File: src/rtl/fmbp_pkg.sv
// Shared types and constants of the framed message byte parser.
`default_nettype none
package fmbp_pkg;

  localparam int BYTE_W            = 8;
  localparam int MAC_W             = 48;
  localparam int PAYLOAD_W         = 40;
  localparam int PAYLOAD_BYTES_DEF = 5;
  localparam int CFG_INDEX_W       = 1;

  localparam logic [BYTE_W-1:0] SYNC_FIRST_RST  = 8'hAA;
  localparam logic [BYTE_W-1:0] SYNC_SECOND_RST = 8'hBB;

  localparam logic [CFG_INDEX_W-1:0] CFG_SYNC_FIRST  = 1'd0;
  localparam logic [CFG_INDEX_W-1:0] CFG_SYNC_SECOND = 1'd1;

  typedef enum logic [2:0] {
    PH_SYNC1 = 3'd0,
    PH_SYNC2 = 3'd1,
    PH_SEQ   = 3'd2,
    PH_TYPE  = 3'd3,
    PH_DATA  = 3'd4,
    PH_CHECK = 3'd5
  } phase_t;

  typedef enum logic [1:0] {
    ST_NONE = 2'd0,
    ST_NEW  = 2'd1,
    ST_DUP  = 2'd2,
    ST_FAIL = 2'd3
  } status_t;

  typedef struct packed {
    status_t                status;
    logic [BYTE_W-1:0]      seq_number;
    logic [BYTE_W-1:0]      msg_type;
    logic [PAYLOAD_W-1:0]   payload;
    logic [MAC_W-1:0]       frame_source;
  } result_t;

endpackage
`default_nettype wire

File: src/rtl/fmbp_if.sv
// Valid/ready channel interfaces for the parser's byte input and result output.
`default_nettype none
interface fmbp_in_if import fmbp_pkg::*; ();
  logic              valid;
  logic              ready;
  logic [BYTE_W-1:0] rx_byte;
  logic [MAC_W-1:0]  source_mac;

  modport source (output valid, output rx_byte, output source_mac, input ready);
  modport sink   (input valid, input rx_byte, input source_mac, output ready);
endinterface

interface fmbp_out_if import fmbp_pkg::*; ();
  logic                 valid;
  logic                 ready;
  status_t              status;
  logic [BYTE_W-1:0]    seq_number;
  logic [BYTE_W-1:0]    msg_type;
  logic [PAYLOAD_W-1:0] payload;
  logic [MAC_W-1:0]     frame_source;

  modport source (output valid, output status, output seq_number, output msg_type,
                  output payload, output frame_source, input ready);
  modport sink   (input valid, input status, input seq_number, input msg_type,
                  input payload, input frame_source, output ready);
endinterface
`default_nettype wire

File: src/rtl/framed_message_byte_parser.sv
// Framed message byte parser: top level with frame state machine and output stage.
//
// Each request on in_ch carries one received byte and the sender address of its
// packet. Every accepted byte produces exactly one result request on out_ch; its
// status is zero except on the check byte of a frame, where it reports a new
// frame, a duplicate sequence number or a failed check, with the frame's fields.
// The sync byte values are written through cfg_we/cfg_index/cfg_wdata; the user
// must write them only while idle, as the block does not enforce it. One byte is
// accepted every cycle while in_ch ready is high. Each result is registered in the
// output register, which is backed by a skid register, so a byte is still taken
// while one result waits. Only when both are full does in_ch ready drop, until
// out_ch takes a result. Synchronous reset restores the sync values, waits for a
// first sync byte, forgets the last sequence number and empties the output stage.
`default_nettype none
module framed_message_byte_parser import fmbp_pkg::*; #(
  parameter int PAYLOAD_BYTES = PAYLOAD_BYTES_DEF
) (
  input  wire logic                   clk,
  input  wire logic                   rst_n,
  fmbp_in_if.sink                     in_ch,
  fmbp_out_if.source                  out_ch,
  input  wire logic                   cfg_we,
  input  wire logic [CFG_INDEX_W-1:0] cfg_index,
  input  wire logic [BYTE_W-1:0]      cfg_wdata
);

  localparam int CNT_W  = (PAYLOAD_BYTES > 1) ? $clog2(PAYLOAD_BYTES) : 1;
  localparam int NPACK  = (PAYLOAD_BYTES < PAYLOAD_W / BYTE_W) ? PAYLOAD_BYTES
                                                               : PAYLOAD_W / BYTE_W;
  localparam logic [CNT_W-1:0] CNT_LAST = CNT_W'(PAYLOAD_BYTES - 1);

  logic [BYTE_W-1:0] sync_first_r, sync_second_r;
  phase_t            phase_r, phase_nxt;
  logic [BYTE_W-1:0] xor_r, xor_nxt;
  logic [BYTE_W-1:0] held_seq_r, held_seq_nxt;
  logic [BYTE_W-1:0] held_type_r, held_type_nxt;
  logic [CNT_W-1:0]  cnt_r, cnt_nxt;
  logic [BYTE_W-1:0] last_seq_r, last_seq_nxt;
  logic              last_seq_valid_r, last_seq_valid_nxt;
  logic [BYTE_W-1:0] store_r [PAYLOAD_BYTES];

  result_t           res, out_r, skid_r;
  logic              out_valid_r, skid_valid_r;
  logic              acc, take;
  logic [BYTE_W-1:0] b;
  logic [PAYLOAD_W-1:0] packed_pl;
  logic              check_ok;

  assign b        = in_ch.rx_byte;
  assign in_ch.ready = !skid_valid_r;
  assign acc      = in_ch.valid && !skid_valid_r;
  assign take     = out_valid_r && out_ch.ready;
  assign check_ok = (xor_r == b);

  always_comb begin
    packed_pl = '0;
    for (int i = 0; i < NPACK; i++) begin
      packed_pl[BYTE_W*i +: BYTE_W] = store_r[i];
    end
  end

  // Next phase.
  always_comb begin
    phase_nxt = PH_SYNC1;
    unique case (phase_r)
      PH_SYNC2: phase_nxt = (b == sync_second_r) ? PH_SEQ
                          : ((b == sync_first_r) ? PH_SYNC2 : PH_SYNC1);
      PH_SEQ:   phase_nxt = PH_TYPE;
      PH_TYPE:  phase_nxt = PH_DATA;
      PH_DATA:  phase_nxt = (cnt_r == CNT_LAST) ? PH_CHECK : PH_DATA;
      PH_CHECK: phase_nxt = check_ok ? PH_SYNC1
                          : ((b == sync_first_r) ? PH_SYNC2 : PH_SYNC1);
      default:  phase_nxt = (b == sync_first_r) ? PH_SYNC2 : PH_SYNC1;
    endcase
  end

  // Datapath and result.
  always_comb begin
    xor_nxt            = xor_r;
    held_seq_nxt       = held_seq_r;
    held_type_nxt      = held_type_r;
    cnt_nxt            = cnt_r;
    last_seq_nxt       = last_seq_r;
    last_seq_valid_nxt = last_seq_valid_r;
    res                = '0;
    unique case (phase_r)
      PH_SYNC2: xor_nxt = (b == sync_second_r) ? (xor_r ^ b) : b;
      PH_SEQ: begin
        xor_nxt      = xor_r ^ b;
        held_seq_nxt = b;
      end
      PH_TYPE: begin
        xor_nxt       = xor_r ^ b;
        held_type_nxt = b;
        cnt_nxt       = '0;
      end
      PH_DATA: begin
        xor_nxt = xor_r ^ b;
        if (cnt_r != CNT_LAST) begin
          cnt_nxt = cnt_r + CNT_W'(1);
        end
      end
      PH_CHECK: begin
        res.seq_number   = held_seq_r;
        res.msg_type     = held_type_r;
        res.payload      = packed_pl;
        res.frame_source = in_ch.source_mac;
        if (!check_ok) begin
          res.status = ST_FAIL;
          xor_nxt    = b;
        end else if (!last_seq_valid_r || held_seq_r != last_seq_r) begin
          res.status         = ST_NEW;
          last_seq_nxt       = held_seq_r;
          last_seq_valid_nxt = 1'b1;
        end else begin
          res.status = ST_DUP;
        end
      end
      default: xor_nxt = b;
    endcase
  end

  always_ff @(posedge clk) begin
    if (!rst_n) begin
      sync_first_r     <= SYNC_FIRST_RST;
      sync_second_r    <= SYNC_SECOND_RST;
      phase_r          <= PH_SYNC1;
      xor_r            <= '0;
      held_seq_r       <= '0;
      held_type_r      <= '0;
      cnt_r            <= '0;
      last_seq_r       <= '0;
      last_seq_valid_r <= 1'b0;
      out_valid_r      <= 1'b0;
      skid_valid_r     <= 1'b0;
    end else begin
      if (cfg_we) begin
        case (cfg_index)
          CFG_SYNC_FIRST:  sync_first_r  <= cfg_wdata;
          CFG_SYNC_SECOND: sync_second_r <= cfg_wdata;
          default: ;
        endcase
      end
      if (acc) begin
        phase_r          <= phase_nxt;
        xor_r            <= xor_nxt;
        held_seq_r       <= held_seq_nxt;
        held_type_r      <= held_type_nxt;
        cnt_r            <= cnt_nxt;
        last_seq_r       <= last_seq_nxt;
        last_seq_valid_r <= last_seq_valid_nxt;
      end
      if (skid_valid_r) begin
        out_valid_r  <= 1'b1;
        skid_valid_r <= !take;
      end else begin
        out_valid_r  <= acc || (out_valid_r && !take);
        skid_valid_r <= acc && out_valid_r && !take;
      end
    end
  end

  always_ff @(posedge clk) begin
    if (acc && phase_r == PH_DATA) begin
      for (int i = 0; i < PAYLOAD_BYTES; i++) begin
        if (cnt_r == CNT_W'(i)) begin
          store_r[i] <= b;
        end
      end
    end
    if (skid_valid_r) begin
      if (take) begin
        out_r <= skid_r;
      end
    end else if (acc) begin
      if (!out_valid_r || take) begin
        out_r <= res;
      end else begin
        skid_r <= res;
      end
    end
  end

  assign out_ch.valid        = out_valid_r;
  assign out_ch.status       = out_r.status;
  assign out_ch.seq_number   = out_r.seq_number;
  assign out_ch.msg_type     = out_r.msg_type;
  assign out_ch.payload      = out_r.payload;
  assign out_ch.frame_source = out_r.frame_source;

  a_skid_behind_out: assert property (@(posedge clk) disable iff (!rst_n)
    skid_valid_r |-> out_valid_r)
    else $error("skid register holds a result while the output register is empty");

  a_type_starts_data: assert property (@(posedge clk) disable iff (!rst_n)
    (acc && phase_r == PH_TYPE) |=> (phase_r == PH_DATA && cnt_r == '0))
    else $error("type byte did not start the payload at its first byte");

  a_new_sets_last: assert property (@(posedge clk) disable iff (!rst_n)
    (acc && res.status == ST_NEW) |=> (last_seq_valid_r && last_seq_r == $past(held_seq_r)))
    else $error("new frame did not record its sequence number");

  a_skid_fill_on_stall: assert property (@(posedge clk) disable iff (!rst_n)
    (!skid_valid_r && acc && out_valid_r && !out_ch.ready) |=> skid_valid_r)
    else $error("result lost while the output was stalled");

endmodule
`default_nettype wire

File: src/flat_wrapper.sv
// flat-port wrapper written by rule: the top's interface ports become plain ports
module framed_message_byte_parser_flat import fmbp_pkg::*;
#(
  parameter int PAYLOAD_BYTES = PAYLOAD_BYTES_DEF
)
  (clk, rst_n, cfg_we, cfg_index, cfg_wdata, in_ch_valid, in_ch_rx_byte, in_ch_source_mac, in_ch_ready, out_ch_valid, out_ch_status, out_ch_seq_number, out_ch_msg_type, out_ch_payload, out_ch_frame_source, out_ch_ready);
  fmbp_in_if in_ch_i ();
  fmbp_out_if out_ch_i ();
  input  wire logic clk;
  input  wire logic rst_n;
  input  wire logic cfg_we;
  input  wire logic [CFG_INDEX_W-1:0] cfg_index;
  input  wire logic [BYTE_W-1:0] cfg_wdata;
  input wire logic [$bits(in_ch_i.valid)-1:0] in_ch_valid;
  input wire logic [$bits(in_ch_i.rx_byte)-1:0] in_ch_rx_byte;
  input wire logic [$bits(in_ch_i.source_mac)-1:0] in_ch_source_mac;
  output wire logic [$bits(in_ch_i.ready)-1:0] in_ch_ready;
  output wire logic [$bits(out_ch_i.valid)-1:0] out_ch_valid;
  output wire logic [$bits(out_ch_i.status)-1:0] out_ch_status;
  output wire logic [$bits(out_ch_i.seq_number)-1:0] out_ch_seq_number;
  output wire logic [$bits(out_ch_i.msg_type)-1:0] out_ch_msg_type;
  output wire logic [$bits(out_ch_i.payload)-1:0] out_ch_payload;
  output wire logic [$bits(out_ch_i.frame_source)-1:0] out_ch_frame_source;
  input wire logic [$bits(out_ch_i.ready)-1:0] out_ch_ready;
  assign in_ch_i.valid = in_ch_valid;
  assign in_ch_i.rx_byte = in_ch_rx_byte;
  assign in_ch_i.source_mac = in_ch_source_mac;
  assign in_ch_ready = in_ch_i.ready;
  assign out_ch_valid = out_ch_i.valid;
  assign out_ch_status = out_ch_i.status;
  assign out_ch_seq_number = out_ch_i.seq_number;
  assign out_ch_msg_type = out_ch_i.msg_type;
  assign out_ch_payload = out_ch_i.payload;
  assign out_ch_frame_source = out_ch_i.frame_source;
  assign out_ch_i.ready = out_ch_ready;
  framed_message_byte_parser #(.PAYLOAD_BYTES(PAYLOAD_BYTES)) u_core (.clk(clk), .rst_n(rst_n), .in_ch(in_ch_i), .out_ch(out_ch_i), .cfg_we(cfg_we), .cfg_index(cfg_index), .cfg_wdata(cfg_wdata));
endmodule
File: config.mk
export PLATFORM = sky130hd
export DESIGN_NAME = framed_message_byte_parser_flat
export DESIGN_NICKNAME = d
export VERILOG_FILES = /design/src/rtl/fmbp_pkg.sv /design/src/rtl/fmbp_if.sv /design/src/rtl/framed_message_byte_parser.sv /design/src/flat_wrapper.sv
export SDC_FILE = /design/constraint.sdc
export NUM_CORES = 1
export LEC_CHECK = 0
export ABC_AREA = 1
export BUFFER_PORTS_ARGS = -buffer_cell sky130_fd_sc_hd__buf_2
export CORE_ASPECT_RATIO = 1.2
export CORE_MARGIN = 3
export CORE_UTILIZATION = 51
export DETAILED_ROUTE_END_ITERATION = 10
export PLACE_DENSITY = 0.84
export RECOVER_POWER = 100
export SLEW_MARGIN = 25
export SYNTH_ARGS = -nofsm -noshare
export SYNTH_HDL_FRONTEND = slang
export SYNTH_SLANG_ARGS = --single-unit
export TNS_END_PERCENT = 100
File: constraint.sdc
create_clock -name clk -period 16.9 [get_ports clk]
set_input_delay 1.69 -clock clk [delete_from_list [all_inputs] [get_ports clk]]
set_output_delay 1.69 -clock clk [all_outputs]
set_load 0.05 [all_outputs]
==> results_dict.tcl <==
set metrics [dict create \
    end_kind "register" \
    avgSynthCellArea_um2 10.1 \
    vias 8847 \
    h-tree-depth 1 \
    ys_ff_latch 309 \
    grt_start_max_net_pins 109 \
    synth_compound_area_share_pct 2.85 \
    dpl.hpwl_mm 16.8 \
    synthArstFlopShare_pct 0 \
    worst_slew_pin_slew_ns 4.29 \
    ys_seq_area_share_pct 68.1 \
    wirelength_mm 26.8 \
    n_antenna_cell 0 \
    final_util_pct 59.6 \
    cap_violations 7 \
    worst-path-max-fanout 82 \
    max_stage_delay_ns 2.22 \
    grt_remaining_overflow 0 \
    final-max-slew-violation-count 373 \
    r2r_slack_ns 9.78 \
    synth-xor-area-share_pct 1.10 \
    insertion_delay_ns 0.53 \
    syn-num-nets 1343 \
    fmax_ghz 0.140 \
    clkTransAtPathRegs_ns 0.06 \
    io_pins 178 \
    track_usage_pct 19.1 \
    area_growth_pct 13.2 \
    hold_viol_final 0 \
    failed_checks "max-capacitance violations, max-slew violations" \
    post-synth-top-count-cell "nand2_1" \
    place.gp.congestion 0.839 \
    wl_per_cell_um 15.2 \
    core_um2 24300 \
    synth.top_cell.area_share_pct 59.2 \
    grt_pass1_vias 8248 \
    stdcell_count 1765 \
    setup_viol 0 \
    min-delay-start "u_core.held_type_r[5]" \
    cts_hold_buf 0 \
    die_w_um 151 \
    ant_nets 0 \
    finalClockSkew_ns 0.0111 \
    synth-simple-area-share_pct 20.6 \
    whs_endpoint "u_core.held_type_r[5]" \
    r2r_end "u_core.skid_r[7]" \
    cts_num_sinks 309 \
    yosysTopAreaCell "edfxtp_1" \
    dieArea_um2 27000 \
    crit_type "register to register" \
    cts_tree "yes" \
    place_inst 1717 \
    worstHoldPathCells 2 \
    rsz0062_at_grt "false" \
    die_y_um 179 \
    drt-pass1-iter-count 7 \
    wl_met2_mm 13.7 \
    min-delay-path-class "register to register" \
    core.rowCount 62 \
    start_util_pct 52.6 \
    yosys-top-cells-count "nand2_1, edfxtp_1, nor2_1" \
    met3_length_mm 1.84 \
    slowest_stage "clkbuf_1" \
    nets 1504 \
    cp_data_arrival_time_ns 7.29 \
    grt_pass1_wl_mm 41.9 \
    synth-edff-count 252 \
    ys.flop_type "edfxtp_1" \
    post_cts_buffers 0 \
    dr.max_layer_used "met4" \
    crit_required_ns 17.07 \
    reg2regPathDepth 5 \
    relSlewSlack_pct -186 \
    fin_setup_tns_ns 0 \
    critPathLaunchType "register" \
    ir_drop_mv 0.0713 \
    synth_adder_area_share_pct 0.489 \
    via_per_inst 5.01 \
    numCtsBuffers 29 \
    r2r-start "u_core.skid_valid_r" \
    path_cells "clkinvlp_2, clkbuf_1, nand2_1, nor2_1, buf_6" \
    yosysWarnings 0 \
    final.period_utilization_pct 42.1 \
    drive_gt1_share_pct 8.58 \
    cts_buffer_depth 3 \
    antenna_found_initial 0 \
    outcome "complete, but fails checks" \
    drtIter0Drc 830 \
    powerDensity_nw_per_um2 112 \
    syn_area_um2 12800 \
    syn_inst 1268 \
    synth_cell_type_count 32 \
    min_period_ns 7.12 \
    ys_top_cells_by_area "edfxtp_1, nand2_1, dfxtp_1" \
    wl_met1_mm 10.7 \
    p_leak_nw 6.07 \
    drc 0 \
    port_buffers 177 \
    synth_top_family_by_area "simple AND/OR/NAND/NOR gates" \
    cts_resized 0 \
    cts-root-buf "clkbuf_16" \
    synth.area.mux_share_pct 0 \
]
[layout make-up]
class,instances,area [um^2]
fill,1992,9810
sequential,309,8710
tap,320,400
multi-input combinational,751,3160
clock inverter,9,72.6
inverter,154,583
timing repair buffer,184,779
clock buffer,38,769
[stage by stage]
| stage | worst slack, ns | hold WS (ns) | total power [W] | instance area [um^2] |
|---|---|---|---|---|
| floorplan | 6.63 | 0.430 | 0.00101 | 12800 |
| global placement | 12.80 | 0.444 | 0.00105 | 13800 |
| detailed placement | 12.74 | 0.452 | 0.00105 | 13800 |
| CTS | 13.27 | 0.459 | 0.00164 | 14700 |
| global route | 9.08 | 0.491 | 0.00168 | 14500 |
| finish | 9.78 | 0.458 | 0.00162 | 14500 |
[where the power goes]
part	internal [W]	switching, W
registers	0.000857	0.0000133
logic	0.0000305	0.000131
clock network	0.000332	0.000261
total	0.00122	0.000405
[cells by family (layout without fill, tap and decap cells)]
family                     Yosys count  count (layout)
AOI/OAI and AO/OA                   68              68
xor gates and xnor gates            16              16
adders and majority gates            5               5
buffers and inverters              208             385
DFF                                309             309
and+or+nand+nor                    662             662
[critical path, delay by kind of cell, from the launching register on]
| kind | cells | cell delay, ns |
|---|---|---|
| DFF | 1 | 0.32 |
| and+or+nand+nor | 2 | 2.41 |
| buffers and inverters | 3 | 3.90 |
[metal layers]
metal  vias up  GRT usage [%]
met5         -              0
met4         0           5.27
met3        47           2.42
met2       338           33.7
met1      4109           24.7
li1       4353              -
[flip-flops by register name, indices dropped and copies added (netlist names)]
register                    count
u_core.skid_r                 106
u_core.cnt_r                    3
u_core.out_ch.payload          40
u_core.held_type_r              8
u_core.store_r                 40
u_core.held_seq_r               8
u_core.out_ch.status            2
u_core.out_ch.valid             1
u_core.out_ch.frame_source     48
u_core.last_seq_valid_r         1
u_core.last_seq_r               8
u_core.out_ch.msg_type          8
u_core.phase_r                  3
u_core.out_ch.seq_number        8
u_core.sync_first_r             8
u_core.sync_second_r            8
u_core.xor_r                    8
u_core.skid_valid_r             1
[worst max path at each step]
| stage | startpoint | endpoint | slack [ns] | cells after the start |
|---|---|---|---|---|
| CTS | out_ch_ready | u_core.skid_r[35] | 13.27 | 5 |
| finish | u_core.skid_valid_r | u_core.skid_r[7] | 9.78 | 5 |
| global placement | out_ch_ready | u_core.skid_r[17] | 12.80 | 5 |
| detailed placement | out_ch_ready | u_core.skid_r[22] | 12.74 | 5 |
| global route | u_core.skid_valid_r | u_core.skid_r[1] | 9.08 | 5 |
| floorplan | in_ch_valid | u_core.out_ch.frame_source[0] | 6.63 | 2 |
[layout by cell type (no fill, tap or decap), drive strengths merged]
cell type,synthesis,routed
xnor2,14,14
a21oi,23,23
clkinv,2,7
dfxtp,57,57
xor2,2,2
o21a,1,1
edfxtp,252,252
bufinv,0,1
clkbuf,23,161
inv,152,151
clkinvlp,0,4
a211oi,4,4
ha,5,5
nor2,179,179
nand4,4,4
nand2,440,440
a31oi,1,1
nor3,1,1
o21ai,35,35
nand3,38,38
buf,31,61
o211ai,4,4
(Power assumes the default switching activity.)
